<file path="src/design/tfp_pkg.sv">
// Trigger frame parser package: beat types, result kind codes, field constants.
// No dependencies; imported by every module of the parser.
`timescale 1ns / 1ps
`default_nettype none

package tfp_pkg;

    // Input beat: one frame body byte and its end-of-frame mark.
    typedef struct packed {
        logic [7:0] data_byte;
        logic       last_byte;
    } tfp_in_t;

    // Result beat.
    typedef struct packed {
        logic [2:0]  kind;
        logic [3:0]  trigger_type;
        logic [11:0] length_or_aid;
        logic        more_or_ps160;
        logic        cs_required;
        logic [1:0]  ul_bandwidth;
        logic [1:0]  txs_mode;
        logic [5:0]  ap_tx_power;
        logic [15:0] spatial_reuse;
        logic        variant_he;
        logic [7:0]  ru_alloc;
        logic [8:0]  alloc_duration;
    } tfp_out_t;

    // Result handed from the parse core to the output buffer.
    typedef struct packed {
        logic     valid;
        tfp_out_t data;
    } tfp_res_beat_t;

    // Result kind codes.
    localparam logic [2:0] KIND_COMMON    = 3'd0;
    localparam logic [2:0] KIND_USER      = 3'd1;
    localparam logic [2:0] KIND_PADDING   = 3'd2;
    localparam logic [2:0] KIND_AID_PAD   = 3'd3;
    localparam logic [2:0] KIND_AID_RANGE = 3'd4;
    localparam logic [2:0] KIND_TRUNC     = 3'd5;

    localparam logic [11:0] AID_PAD_VALUE = 12'hfff;
    localparam logic [11:0] AID_MAX_VALID = 12'd2044;
    localparam logic [11:0] PAD_COUNT_MAX = 12'hfff;
    localparam logic [15:0] PAD_MARK      = 16'hffff;

endpackage : tfp_pkg

`default_nettype wire

</file>
<file path="src/design/tfp_core.sv">
// Parse core: byte collector, phase tracking and result decode.
// Depends on tfp_pkg.
`timescale 1ns / 1ps
`default_nettype none

module tfp_core
    import tfp_pkg::*;
(
    input  wire logic          clk,
    input  wire logic          rst_n,
    input  wire logic          cfg_we,
    input  wire logic          cfg_parse_user,
    input  wire logic          beat_accept,
    input  wire tfp_in_t       beat,
    output tfp_res_beat_t      res
);

    typedef enum logic [1:0] {
        PH_COMMON = 2'd0,
        PH_USER   = 2'd1,
        PH_PAD    = 2'd2,
        PH_SKIP   = 2'd3
    } phase_t;

    phase_t      phase_reg, phase_next;
    logic [63:0] shift_reg, shift_next;
    logic [2:0]  idx_reg, idx_next;
    logic [11:0] pad_reg, pad_next;
    logic        he_reg, he_next;
    logic        parse_user_reg;

    logic [63:0] c;
    logic [11:0] aid;
    logic [11:0] pad_inc;

    always_comb
    begin
        // unwritten byte lanes are zero, so a plain insert matches an OR
        c = shift_reg;
        c[{idx_reg, 3'b000} +: 8] = beat.data_byte;
        aid = c[11:0];
        pad_inc = (pad_reg < PAD_COUNT_MAX) ? pad_reg + 12'd1 : pad_reg;

        phase_next = phase_reg;
        shift_next = shift_reg;
        idx_next   = idx_reg;
        pad_next   = pad_reg;
        he_next    = he_reg;
        res        = '0;

        unique case (phase_reg)
            PH_COMMON:
            begin
                if (idx_reg == 3'd7)
                begin
                    he_next                 = (c[55:54] == 2'b11);
                    res.valid               = 1'b1;
                    res.data.kind           = KIND_COMMON;
                    res.data.trigger_type   = c[3:0];
                    res.data.length_or_aid  = c[15:4];
                    res.data.more_or_ps160  = c[16];
                    res.data.cs_required    = c[17];
                    res.data.ul_bandwidth   = c[19:18];
                    res.data.txs_mode       = c[21:20];
                    res.data.ap_tx_power    = c[33:28];
                    res.data.spatial_reuse  = c[52:37];
                    res.data.variant_he     = he_next;
                    shift_next              = '0;
                    idx_next                = '0;
                    pad_next                = '0;
                    phase_next              = parse_user_reg ? PH_USER : PH_SKIP;
                end
                else
                begin
                    shift_next = c;
                    idx_next   = idx_reg + 3'd1;
                    if (beat.last_byte)
                    begin
                        res.valid     = 1'b1;
                        res.data.kind = KIND_TRUNC;
                    end
                end
            end
            PH_USER:
            begin
                case (idx_reg)
                    3'd0:
                    begin
                        shift_next = c;
                        idx_next   = 3'd1;
                    end
                    3'd1:
                    begin
                        if (c[15:0] == PAD_MARK)
                        begin
                            shift_next = '0;
                            idx_next   = '0;
                            pad_next   = 12'd2;
                            if (beat.last_byte)
                            begin
                                res.valid              = 1'b1;
                                res.data.kind          = KIND_PADDING;
                                res.data.length_or_aid = 12'd2;
                            end
                            else
                            begin
                                phase_next = PH_PAD;
                            end
                        end
                        else
                        begin
                            shift_next = c;
                            idx_next   = 3'd2;
                            if (beat.last_byte)
                            begin
                                res.valid     = 1'b1;
                                res.data.kind = KIND_TRUNC;
                            end
                        end
                    end
                    3'd2:
                    begin
                        shift_next = c;
                        idx_next   = 3'd3;
                        if (beat.last_byte)
                        begin
                            res.valid     = 1'b1;
                            res.data.kind = KIND_TRUNC;
                        end
                    end
                    3'd3:
                    begin
                        if (aid == 12'd0 || aid > AID_MAX_VALID)
                        begin
                            res.valid              = 1'b1;
                            res.data.kind          = (aid == AID_PAD_VALUE) ?
                                                     KIND_AID_PAD : KIND_AID_RANGE;
                            res.data.length_or_aid = aid;
                            shift_next             = '0;
                            idx_next               = '0;
                            phase_next             = PH_SKIP;
                        end
                        else
                        begin
                            shift_next = c;
                            idx_next   = 3'd4;
                            if (beat.last_byte)
                            begin
                                res.valid     = 1'b1;
                                res.data.kind = KIND_TRUNC;
                            end
                        end
                    end
                    default:
                    begin
                        // fifth byte completes the user info field
                        res.valid               = 1'b1;
                        res.data.kind           = KIND_USER;
                        res.data.length_or_aid  = aid;
                        res.data.more_or_ps160  = he_reg ? 1'b0 : c[39];
                        res.data.variant_he     = he_reg;
                        res.data.ru_alloc       = c[19:12];
                        res.data.alloc_duration = c[28:20];
                        shift_next              = '0;
                        idx_next                = '0;
                    end
                endcase
            end
            PH_PAD:
            begin
                pad_next = pad_inc;
                if (beat.last_byte)
                begin
                    res.valid              = 1'b1;
                    res.data.kind          = KIND_PADDING;
                    res.data.length_or_aid = pad_inc;
                end
            end
            PH_SKIP:
            begin
            end
            default:
            begin
            end
        endcase

        // frame end always returns to common info
        if (beat.last_byte)
        begin
            phase_next = PH_COMMON;
            shift_next = '0;
            idx_next   = '0;
            pad_next   = '0;
        end

        if (!beat_accept)
        begin
            res.valid = 1'b0;
        end
    end

    always_ff @(posedge clk or negedge rst_n)
    begin
        if (!rst_n)
        begin
            phase_reg      <= PH_COMMON;
            shift_reg      <= '0;
            idx_reg        <= '0;
            pad_reg        <= '0;
            he_reg         <= 1'b1;
            parse_user_reg <= 1'b1;
        end
        else
        begin
            if (cfg_we)
            begin
                parse_user_reg <= cfg_parse_user;
            end
            if (beat_accept)
            begin
                phase_reg <= phase_next;
                shift_reg <= shift_next;
                idx_reg   <= idx_next;
                pad_reg   <= pad_next;
                he_reg    <= he_next;
            end
        end
    end

endmodule : tfp_core

`default_nettype wire

</file>
<file path="src/design/tfp_out_buf.sv">
// Result output register with one skid entry.
// Depends on tfp_pkg.
`timescale 1ns / 1ps
`default_nettype none

module tfp_out_buf
    import tfp_pkg::*;
(
    input  wire logic          clk,
    input  wire logic          rst_n,
    input  wire tfp_res_beat_t push,
    output logic               full,
    output logic               out_valid,
    input  wire logic          out_stall,
    output tfp_out_t           out_data
);

    logic     out_valid_reg;
    logic     skid_valid_reg;
    tfp_out_t out_data_reg;
    tfp_out_t skid_data_reg;
    logic     out_take;

    assign out_take  = out_valid_reg & ~out_stall;
    assign full      = skid_valid_reg;
    assign out_valid = out_valid_reg;
    assign out_data  = out_data_reg;

    always_ff @(posedge clk or negedge rst_n)
    begin
        if (!rst_n)
        begin
            out_valid_reg  <= 1'b0;
            skid_valid_reg <= 1'b0;
        end
        else
        begin
            if (skid_valid_reg)
            begin
                if (out_take)
                begin
                    skid_valid_reg <= 1'b0;
                end
            end
            else if (push.valid)
            begin
                if (out_valid_reg && !out_take)
                begin
                    skid_valid_reg <= 1'b1;
                end
                else
                begin
                    out_valid_reg <= 1'b1;
                end
            end
            else if (out_take)
            begin
                out_valid_reg <= 1'b0;
            end
        end
    end

    always_ff @(posedge clk)
    begin
        if (skid_valid_reg)
        begin
            if (out_take)
            begin
                out_data_reg <= skid_data_reg;
            end
        end
        else if (push.valid)
        begin
            if (out_valid_reg && !out_take)
            begin
                skid_data_reg <= push.data;
            end
            else
            begin
                out_data_reg <= push.data;
            end
        end
    end

endmodule : tfp_out_buf

`default_nettype wire

</file>
<file path="src/design/trigger_frame_parser.sv">
// Trigger frame parser top level: parse core plus output buffer.
// Depends on tfp_pkg, tfp_core, tfp_out_buf.
`timescale 1ns / 1ps
`default_nettype none

// Channel   Signals                        Beat
// -------   ----------------------------   ----------------------------------
// in        in_valid, in_stall, in_data    one frame body byte + last mark
// out       out_valid, out_stall, out_data one parsed result (kind + fields)
// cfg       cfg_valid, cfg_ready, cfg_data parse_user_info register write
//
// One input beat per cycle while in_stall is low; each byte is decoded in the
// same cycle it is accepted, and its result, if any, is registered in the output
// register, or in the skid entry while the output is stalled. in_stall rises
// only when the skid entry behind a stalled output is full. cfg_ready is always
// high; writes are registered into parse_user_info. Reset (rst_n, async low)
// clears parser state, empties the output buffer, and sets parse_user_info to 1.

module trigger_frame_parser
    import tfp_pkg::*;
(
    input  wire logic     clk,
    input  wire logic     rst_n,
    input  wire logic     in_valid,
    output logic          in_stall,
    input  wire tfp_in_t  in_data,
    output logic          out_valid,
    input  wire logic     out_stall,
    output tfp_out_t      out_data,
    input  wire logic     cfg_valid,
    output logic          cfg_ready,
    input  wire logic     cfg_data
);

    logic          in_accept;
    logic          buf_full;
    tfp_res_beat_t core_res;

    assign cfg_ready = 1'b1;
    assign in_stall  = buf_full;
    assign in_accept = in_valid & ~buf_full;

    // byte decode and frame state
    tfp_core u_core (
        .clk            (clk),
        .rst_n          (rst_n),
        .cfg_we         (cfg_valid & cfg_ready),
        .cfg_parse_user (cfg_data),
        .beat_accept    (in_accept),
        .beat           (in_data),
        .res            (core_res)
    );

    // result register and skid entry
    tfp_out_buf u_out_buf (
        .clk       (clk),
        .rst_n     (rst_n),
        .push      (core_res),
        .full      (buf_full),
        .out_valid (out_valid),
        .out_stall (out_stall),
        .out_data  (out_data)
    );

    // skid entry only fills behind a held output beat
    assert property (@(posedge clk) disable iff (!rst_n) in_stall |-> out_valid)
        else $error("skid full while output register empty");

    // a result is produced only for an accepted byte
    assert property (@(posedge clk) disable iff (!rst_n) core_res.valid |-> in_accept)
        else $error("result without accepted byte");

    // only user info results carry RU allocation or duration
    assert property (@(posedge clk) disable iff (!rst_n)
        (out_valid && out_data.kind != KIND_USER) |->
        (out_data.ru_alloc == 8'd0 && out_data.alloc_duration == 9'd0))
        else $error("user fields set on non-user result");

    // result kinds stay within the defined codes
    assert property (@(posedge clk) disable iff (!rst_n)
        out_valid |-> (out_data.kind <= KIND_TRUNC))
        else $error("undefined result kind");

endmodule : trigger_frame_parser

`default_nettype wire
</file>
<file path="config.mk">
export PLATFORM = sky130hd
export DESIGN_NAME = trigger_frame_parser
export DESIGN_NICKNAME = d
export VERILOG_FILES = /design/src/design/tfp_pkg.sv /design/src/design/tfp_core.sv /design/src/design/tfp_out_buf.sv /design/src/design/trigger_frame_parser.sv
export SDC_FILE = /design/constraint.sdc
export NUM_CORES = 1
export LEC_CHECK = 0
export BUFFER_PORTS_ARGS = -buffer_cell sky130_fd_sc_hd__clkbuf_2
export CORE_MARGIN = 10
export CORE_UTILIZATION = 60
export DETAILED_ROUTE_END_ITERATION = 10
export GPL_ROUTABILITY_DRIVEN = 0
export PLACE_DENSITY = 0.91
export SLEW_MARGIN = 20
export SYNTH_ARGS = -nofsm -noshare
export SYNTH_HDL_FRONTEND = slang
export SYNTH_SLANG_ARGS = --single-unit
</file>
<file path="constraint.sdc">
create_clock -name clk -period 9.58 [get_ports clk]
set_input_delay 1.916 -clock clk [delete_from_list [all_inputs] [get_ports clk]]
set_output_delay 1.916 -clock clk [all_outputs]
set_load 0.02 [all_outputs]
</file>
==> results by stage, run 1 <==
Die:
- The die area is 0.02211 mm2.
- The floorplan core area is 0.01606 mm2.
- The I/O pin count is 83.
- The initial utilization of the core area, before any placement, comes to 0.6188.
- The number of cell rows is 46.
- Measured along the y axis, the die boundary spans 148.7 um.
- From left edge to right edge, the die measures 148.7 um.

Run:
- Max-cap violations in this run came to 0.

Route:
- The total via count in the routed design is 8029.
- The total iterations of the first detailed-routing run is 6.
- The total routed wirelength is 25010 um.
- For this block, the initial DRC count from the detailed router was 1253.
- Dividing the detail-routed via count by the number of cells gives 6.736.
- For this run, design rule violations remaining after detail routing come to 0.
- Dividing the detail-routed wire length by the instance count gives 20.98 um.
- In this run the remaining antenna-violating nets after routing total 0.

Critical path:
- The worst setup path is launched from a register.
- The depth of the critical timing path with buffers and inverters included is 11.
- STA puts the critical path data arrival time at 5220 ps.
- The kind of capture point of the worst setup path is a register.
- In this design, the critical path's most frequently occurring cell is sky130_fd_sc_hd__ha_1.
- The cell type of the slowest stage on the worst timing path is sky130_fd_sc_hd__nor3b_1.
- The family with the most delay on the worst path is simple AND/OR/NAND/NOR gates.
- The data required time of the worst path is 9710 ps.
- The worst setup path is of the register to register kind.
- The number of buffers and inverters on the critical path is 2.
- The critical path goes through inv_1 -> ha_1 -> ha_1 -> nor3b_1 -> nand2_1 -> o21ai_0 -> a211oi_4 -> nand3b_1 -> nand3_1 -> a21boi_4 -> buf_4.
- In this run the worst path has a maximum fanout of 65.
- The maximum single-stage delay on the critical path is 670 ps.
- The depth of the worst register-to-register path is 11.

Logic synthesis:
- The post-synth net total is 941.
- The most used standard cell by instance count after synthesis is sky130_fd_sc_hd__edfxtp_1.
- After synthesis, the share of flip-flops with an asynchronous set or reset is 0.3596.
- The cell taking the most area after synthesis is sky130_fd_sc_hd__edfxtp_1.
- The summed instance area of the synthesized netlist is 0.009937 mm2.
- After synthesis, the netlist uses 76 different library cells.
- Ranked by instance count, the synthesized netlist is headed by sky130_fd_sc_hd__edfxtp_1 (130), sky130_fd_sc_hd__nand2_1 (123), sky130_fd_sc_hd__nor2_1 (84).
- The mean area per synthesized cell is 10.88 um2.
- For this run, the leading register cell type out of synthesis is sky130_fd_sc_hd__edfxtp_1.
- Yosys attributes the largest share of cell area to sky130_fd_sc_hd__edfxtp_1 (39%), sky130_fd_sc_hd__dfrtp_1 (18%), sky130_fd_sc_hd__nand2_1 (4.6%).
- The sequential area share after synthesis is 0.5769.
- During synthesis, Yosys emitted a total of 0 warnings.
- Synthesis produced 913 cells.
- Of the post-synthesis cell area, the dominant cell type holds 0.3928.
- The number of flops mapped to enable cells by yosys is 130.
- The register bit count reported by yosys is 203.

Placed design:
- Port buffering added 81 buffers.
- In this run the cell area measured after placement is 0.01043 mm2.
- After legalization and detailed placement, the total HPWL measured 16460 um.

STA:
- Of the available clock period, the critical path in the final layout requires 0.5313.
- The setup TNS after final layout is 0 ps.
- The final number of hold-violating endpoints is 0.
- The maximum clock frequency is 196.5 MHz.
- Subtracting the final worst setup slack from the clock period gives 5090 ps.
- The number of max-slew violations in the final report is 0.
- The transition time at the pin with the least slew margin is 1107 ps.
- The final-layout worst hold slack is 489.1 ps.
- The clock arrives with 10.79 ps of skew.
- Setup violations remaining at the end of the flow were counted as 0.
- The headroom to the max-slew limit is 0.2540.
- Setup repair after global routing left no endpoint under its margin.

Global routing:
- Global routing finished with a remaining overflow of 0.
- The total routing usage reported by global routing is 0.2202.
- The initial antenna violation count is 0.
- Entering global routing, the biggest net connects 94 pins.
- The first global-routing pass estimated 39800 um of wire.
- The via count of the first global-routing pass is 7461.

CTS:
- At the later pin of the worst-skew pair, clock insertion delay measures 510 ps.
- The number of CTS-inserted buffers is 21.
- In this run, post-CTS repair resized a total of 0 instances.
- The H-tree level count is 1.
- The number of hold buffers added after CTS was 0.
- The TritonCTS clock tree is built.
- The number of buffers added for setup after CTS is 0.
- In this run the deepest clock path goes through 3 buffers.
- After clock tree synthesis, the clock-pin slew on the worst setup and hold paths is 60 ps.
- The number of sinks driven by the clock tree is 203.
- The root buffer cell is sky130_fd_sc_hd__clkbuf_16.

Power and ir drop:
- For this design the static power due to leakage is 4.187 nW.
- The worst-case IR drop observed on VDD is 0.0002447 V.
- The design draws 3.014 mW.
- Power spread over the standard cell area amounts to 270.7 mW/mm2.

Status:
- The run finished with clean final reports.

Layout:
- The area growth from synthesis to layout is 12.04%.
- The layout has 1084 filler cells.
- The final layout contains 989 nets.
- The fraction of final layout cells sized beyond drive strength 1 is 0.1680.
- The number of antenna diodes in the final layout is 0.
- The total non-filler cell area in the finished layout is 0.01113 mm2.

Worst hold path:
- The number of cells on the worst hold path is 2.
- The path class of the tightest hold or removal check is register to register.
## worst register-to-register path: cells and delay by family (launching register included)
| family | cells | cell delay (ps) |
|---|---|---|
| buf+inv | 2 | 850 |
| simple gates | 4 | 1570 |
| compound gates | 3 | 950 |
| fa+ha+maj | 2 | 670 |
| flops | 1 | 620 |
## cells by family after synthesis
kind of cell               after synthesis  synth area share
DFF                                    203            0.5769
xor gates and xnor gates                 5          0.004408
AOI/OAI and AO/OA                      260            0.1851
and+or+nand+nor                        317            0.1476
adders and majority gates               13           0.01637
muxes                                   33           0.03538
other                                    1         0.0003774
buffers and inverters                   81           0.03387
## per-layer routing
metal / wire length (um) / GRT usage / up-vias
met5: 0 / 0 / -
met4: 1035 / 0.07384 / 0
met3: 3135 / 0.05765 / 121
met2: 11420 / 0.3517 / 587
met1: 9410 / 0.2855 / 3791
li1: - / - / 3530
## per-stage QoR
step | util | instances | worst slack (ps)
2_1_floorplan | - | 913 | 1129
3_3_place_gp | 0.6493 | 1154 | 4916
3_5_place_dp | 0.6493 | 1154 | 4726
4_1_cts | 0.6930 | 1192 | 4647
5_1_grt | 0.6933 | 1192 | 4218
6_report | 0.6933 | 1192 | 4490
## final timing paths
path | slack, ps | from | to
hold / removal | 490 | u_core.shift_reg[19] | u_core.shift_reg[19]
setup reg to reg | 4490 | u_core.idx_reg[0] | u_out_buf.out_data[9]
max in group asynchronous | 7240 | rst_n | u_out_buf.full
setup / recovery | 4490 | u_core.idx_reg[0] | u_out_buf.out_data[9]
min in group asynchronous | 1670 | rst_n | u_core.shift_reg[47]
hold reg to reg | 490 | u_core.shift_reg[19] | u_core.shift_reg[19]
## cells in the final DEF, fill, tap and decap left out, types with 16 or more instances in the layout
cell type | netlist | layout
sky130_fd_sc_hd__o31ai_1 | 55 | 55
sky130_fd_sc_hd__mux2_2 | 17 | 17
sky130_fd_sc_hd__dfrtp_1 | 71 | 70
sky130_fd_sc_hd__nand2_1 | 123 | 122
sky130_fd_sc_hd__edfxtp_1 | 130 | 130
sky130_fd_sc_hd__nand3_1 | 28 | 28
sky130_fd_sc_hd__a32o_1 | 20 | 20
sky130_fd_sc_hd__nor2_1 | 84 | 83
sky130_fd_sc_hd__a21oi_1 | 49 | 49
sky130_fd_sc_hd__clkbuf_16 | 0 | 22
sky130_fd_sc_hd__mux2i_1 | 16 | 16
sky130_fd_sc_hd__clkbuf_2 | 1 | 80
sky130_fd_sc_hd__o21ai_0 | 53 | 53
## power breakdown
part / internal, mW / switching (mW) / total (mW) / leakage [nW]
Clock: 0.492 / 0.333 / 0.825 / 0.344
Sequential: 1.10 / 0.0730 / 1.17 / 2.17
Combinational: 0.291 / 0.727 / 1.02 / 1.67
## final cells by class
class	instances	area (um2)	share of cell area
multi-input combinational	629	3894	0.3497
timing repair buffer	90	473.0	0.04248
sequential	203	5734	0.5151
tap	216	270.3	0.02428
inverter	16	60.06	0.005394
clock buffer	29	596.8	0.05361
clock inverter	9	105.1	0.009440
No activity file was read; power rests on OpenSTA's default activity.
==> run 2, diff against run 1 <==
Settings changed: ABC_AREA set to 1.
Clock period 9.58 ns to 5.1 ns, I/O delays scaled along.
==> run 2 against run 1 <==
Worst hold slack got worse by 2.2 ps. Synthesized cell count is 28% higher. Die area rose by 2.7%. Clock skew is 8.7 ps higher. Largest cell class unchanged. Critical endpoint is now u_out_buf.out_data[20]. Count of clock-buffer cells in the layout rose by 2.
==> results by stage, run 2 <==
Die:
- The initial standard-cell utilization of the core is 0.6157.
- The number of cell rows is 47.
- In this run the standard cell core region covers 0.01664 mm2.
- In this run the horizontal extent of the chip is 150.7 um.
- In this run the count of I/O pins placed on the die edge is 83.
- The die area is 0.02271 mm2.
- The chip height is 150.7 um.

Critical path:
- For the worst flop-to-flop path, the logic depth is 19.
- The worst-path maximum fanout is 65.
- The critical path is of the register to register type.
- In this run the critical register-to-register path is launched from u_core.idx_reg[0].
- The worst setup path is captured at a register.
- Across all register-to-register paths, the minimum setup slack is 830 ps.
- The data required time of the worst path is 5270 ps.
- In this run the critical register-to-register path is captured at u_out_buf.out_data[20].
- STA classifies the critical path startpoint as a register.
- The arrival time at the worst endpoint is 4440 ps.

CTS:
- The root buffer cell is sky130_fd_sc_hd__clkbuf_16.
- The number of buffers added to fix hold violations after cts is 0.
- Clock tree synthesis inserted a total of 21 buffers.
- The post-CTS clock slew at the launch and capture registers of the worst setup and hold paths is 60 ps.
- The number of buffers added for setup after CTS is 0.
- The maximum root-to-sink buffer count is 3.
- The number of gates resized after CTS was 0.
- The clock latency reported for the late side of the worst-skew pair is 500 ps.
- Clock tree synthesis found a total of 203 sinks.
- The TritonCTS clock tree is built.
- The H-tree level count is 1.

Layout:
- The finished layout holds 1463 standard cells, fillers aside.
- The fill cell total of the finished layout is 1153.
- Registers take 0.005734 mm2.
- The repair_antennas step left the layout with diodes totalling 0.
- The finished cells cover 0.01148 mm2.
- The area growth from synthesis to layout is 12.00%.
- In the final design database the tool counted 1256 nets.
- The fraction of final layout cells sized beyond drive strength 1 is 0.1432.
- The most common cell after layout, fill and taps aside is sky130_fd_sc_hd__nand2_1.
- In the layout the commonest cells are sky130_fd_sc_hd__nand2_1 (371), sky130_fd_sc_hd__edfxtp_1 (130), sky130_fd_sc_hd__inv_1 (121).
- Summing all multi-input logic gate instances after layout gives 0.003765 mm2.

Power and ir drop:
- Summed over all nets, the switching power comes to 2.660 mW.
- The static power due to leakage is 4.954 nW.
- The areal power density over the cells is 558.5 mW/mm2.
- The clock share of power is 0.234.
- The total power of the final layout is 6.410 mW.
- Of the total power, the share spent switching nets is 0.4149.
- The internal power of the cells totals 3.750 mW.
- The share of total power in sequential cells is 0.360.
- IR analysis of the VDD net gives a maximum drop of 0.0002999 V.
- Of the total power, combinational logic draws 0.407.

Logic synthesis:
- In this run, synthesis inferred 130 flip-flops with an integrated enable.
- The synthesized netlist occupies a cell area of 0.01025 mm2.
- Sorting the synthesized cells by area gives the leading types as sky130_fd_sc_hd__edfxtp_1 (38%), sky130_fd_sc_hd__dfrtp_1 (17%), sky130_fd_sc_hd__nand2_1 (14%).
- In the synthesized netlist the async set-or-reset flop fraction comes to 0.3596.
- The most used flip-flop cell after synthesis is sky130_fd_sc_hd__edfxtp_1.
- By count the netlist is led by sky130_fd_sc_hd__nand2_1 (371), sky130_fd_sc_hd__edfxtp_1 (130), sky130_fd_sc_hd__inv_1 (122).
- The Yosys step of the flow raised 0 warnings.
- The post-synth net total is 1193.
- A synthesized cell averages 8.796 um2.
- The share of the Yosys chip area taken by registers is 0.5595.
- After synthesis the netlist holds a flip-flop and latch count of 203.
- The most used standard cell by instance count after synthesis is sky130_fd_sc_hd__nand2_1.
- The number of distinct standard cells referenced by the synthesized netlist is 49.
- The instance count of the mapped netlist is 1165.
- Of all cell types, the one taking the most synthesized area is sky130_fd_sc_hd__edfxtp_1.
- Of the post-synthesis cell area, the dominant cell type holds 0.3810.

Global routing:
- Entering global routing, the biggest net connects 70 pins.
- The total overflow reported by the global router is 0.
- The global-route wire length before repair is 39430 um.
- The initial antenna violation count is 0.
- The total routing usage reported by global routing is 0.2120.
- The via count of the first global-routing pass is 7870.

STA:
- The maximum clock frequency is 234.4 MHz.
- The shortest clock period the worst path allows after layout is 4267 ps.
- The final-layout worst hold slack is 487.0 ps.
- Clock skew on the completed layout was measured at 19.47 ps.
- The transition time at the pin with the least slew margin is 897.4 ps.
- Setup violations remaining at the end of the flow were counted as 0.
- The setup TNS after final layout is 0 ps.
- The headroom to the max-slew limit is 0.3971.
- Dividing the final minimum period by the clock period gives 0.8367.
- Setup repair after global routing left no endpoint under its margin.
- The number of max-slew violations in the final report is 0.
- The final number of hold-violating endpoints was 0.

Worst hold path:
- The worst min-delay path category is register to register.
- The number of cells on the worst hold path is 2.
- The worst hold path terminates at u_core.shift_reg[51].
- The startpoint identified for the worst hold timing path is u_core.shift_reg[51].

Route:
- The total iterations of the first detailed-routing run is 8.
- The count of nets left with antenna violations once routing finished came out at 0.
- The per-cell routed wire length is 16.88 um.
- After detailed routing, the number of remaining DRC violations is 0.
- The starting DRC count in detailed routing is 1212.
- The via-per-instance ratio is 5.809.
- Summed over all layers, the routed wires come to 24700 um.
- The final route contains 8498 vias.

Placed design:
- Counting tap cells, the placed design contains a total of 1425 instances.
- The count of port buffers added during placement is 81.
- Detailed placement ended at an HPWL of 17060 um.
- After detailed placement, the total cell area comes to 0.01079 mm2.

Run:
- The max capacitance violation total is 0.

Status:
- The flow ran to the end, and the final reports show no timing, DRC or antenna violations.
-- run 2: final cells by class --
class	count	share of cell area
sequential	203	0.4996
clock inverter	7	0.005560
tap	220	0.02398
inverter	130	0.04306
multi-input combinational	778	0.3280
clock buffer	31	0.05353
timing repair buffer	94	0.04622
-- run 2: kinds of logic after synthesis --
kind of cell             Yosys count  share of synthesized area
AND/OR/NAND/NOR                  613                     0.2592
flip-flops                       203                     0.5595
buffers and inverters            184                    0.07546
AO/OA/AOI/OAI                    145                    0.08449
adder cells (fa/ha/maj)           13                    0.01587
XOR/XNOR                           6                   0.005128
other                              1                  0.0003659
-- run 2: metal layers --
layer | track usage | routed length [um]
met5 | 0 | 0
met3 | 0.05462 | 3047
met2 | 0.3340 | 11290
met1 | 0.2817 | 9632
met4 | 0.06882 | 735
-- run 2: worst max path at each step --
stage | start | end | slack (ps) | depth (start not counted)
floorplan | u_core.idx_reg[0] | u_out_buf.out_data[0] | 320 | 20
finish | u_core.idx_reg[0] | u_out_buf.out_data[20] | 830 | 19
global route | u_core.idx_reg[0] | u_out_buf.out_data[27] | 530 | 19
detailed placement | u_core.idx_reg[0] | u_out_buf.out_data[20] | 920 | 19
global placement | u_core.idx_reg[0] | u_out_buf.out_data[20] | 1130 | 19
CTS | u_core.idx_reg[0] | u_out_buf.out_data[20] | 920 | 19
-- run 2: power groups by stage --
| stage | Clock [mW] | Combinational (mW) | Sequential [mW] |
|---|---|---|---|
| floorplan | 0 | 1.73 | 2.52 |
| global placement | 0 | 2.46 | 2.32 |
| detailed placement | 0 | 2.53 | 2.33 |
| CTS | 1.50 | 2.55 | 2.30 |
| global route | 1.58 | 2.84 | 2.33 |
| finish | 1.50 | 2.61 | 2.31 |
-- run 2: stage by stage --
step / utilization / setup WS [ps]
6_report: 0.6896 / 832.9
5_1_grt: 0.6896 / 530.7
3_3_place_gp: 0.6484 / 1126
2_1_floorplan: - / 321.4
4_1_cts: 0.6892 / 917.2
3_5_place_dp: 0.6484 / 924.7
-- run 2: critical path, stage by stage, from the launching register on --
cell                      delay [ps]
sky130_fd_sc_hd__dfrtp_1         890
sky130_fd_sc_hd__inv_4           140
sky130_fd_sc_hd__ha_1            270
sky130_fd_sc_hd__ha_1            390
sky130_fd_sc_hd__nor2_4          250
sky130_fd_sc_hd__nand3_2         280
sky130_fd_sc_hd__nand2_1         140
sky130_fd_sc_hd__nand2_1         160
sky130_fd_sc_hd__nor2_4          160
sky130_fd_sc_hd__nand2_1          60
sky130_fd_sc_hd__inv_1            70
sky130_fd_sc_hd__nand3_2          80
sky130_fd_sc_hd__nand4_1         100
sky130_fd_sc_hd__nand2_1          70
sky130_fd_sc_hd__nand2_1          70
sky130_fd_sc_hd__nand2_1          50
sky130_fd_sc_hd__nand2_1          60
sky130_fd_sc_hd__nand2_1         150
sky130_fd_sc_hd__a21oi_4         190
sky130_fd_sc_hd__buf_12          310
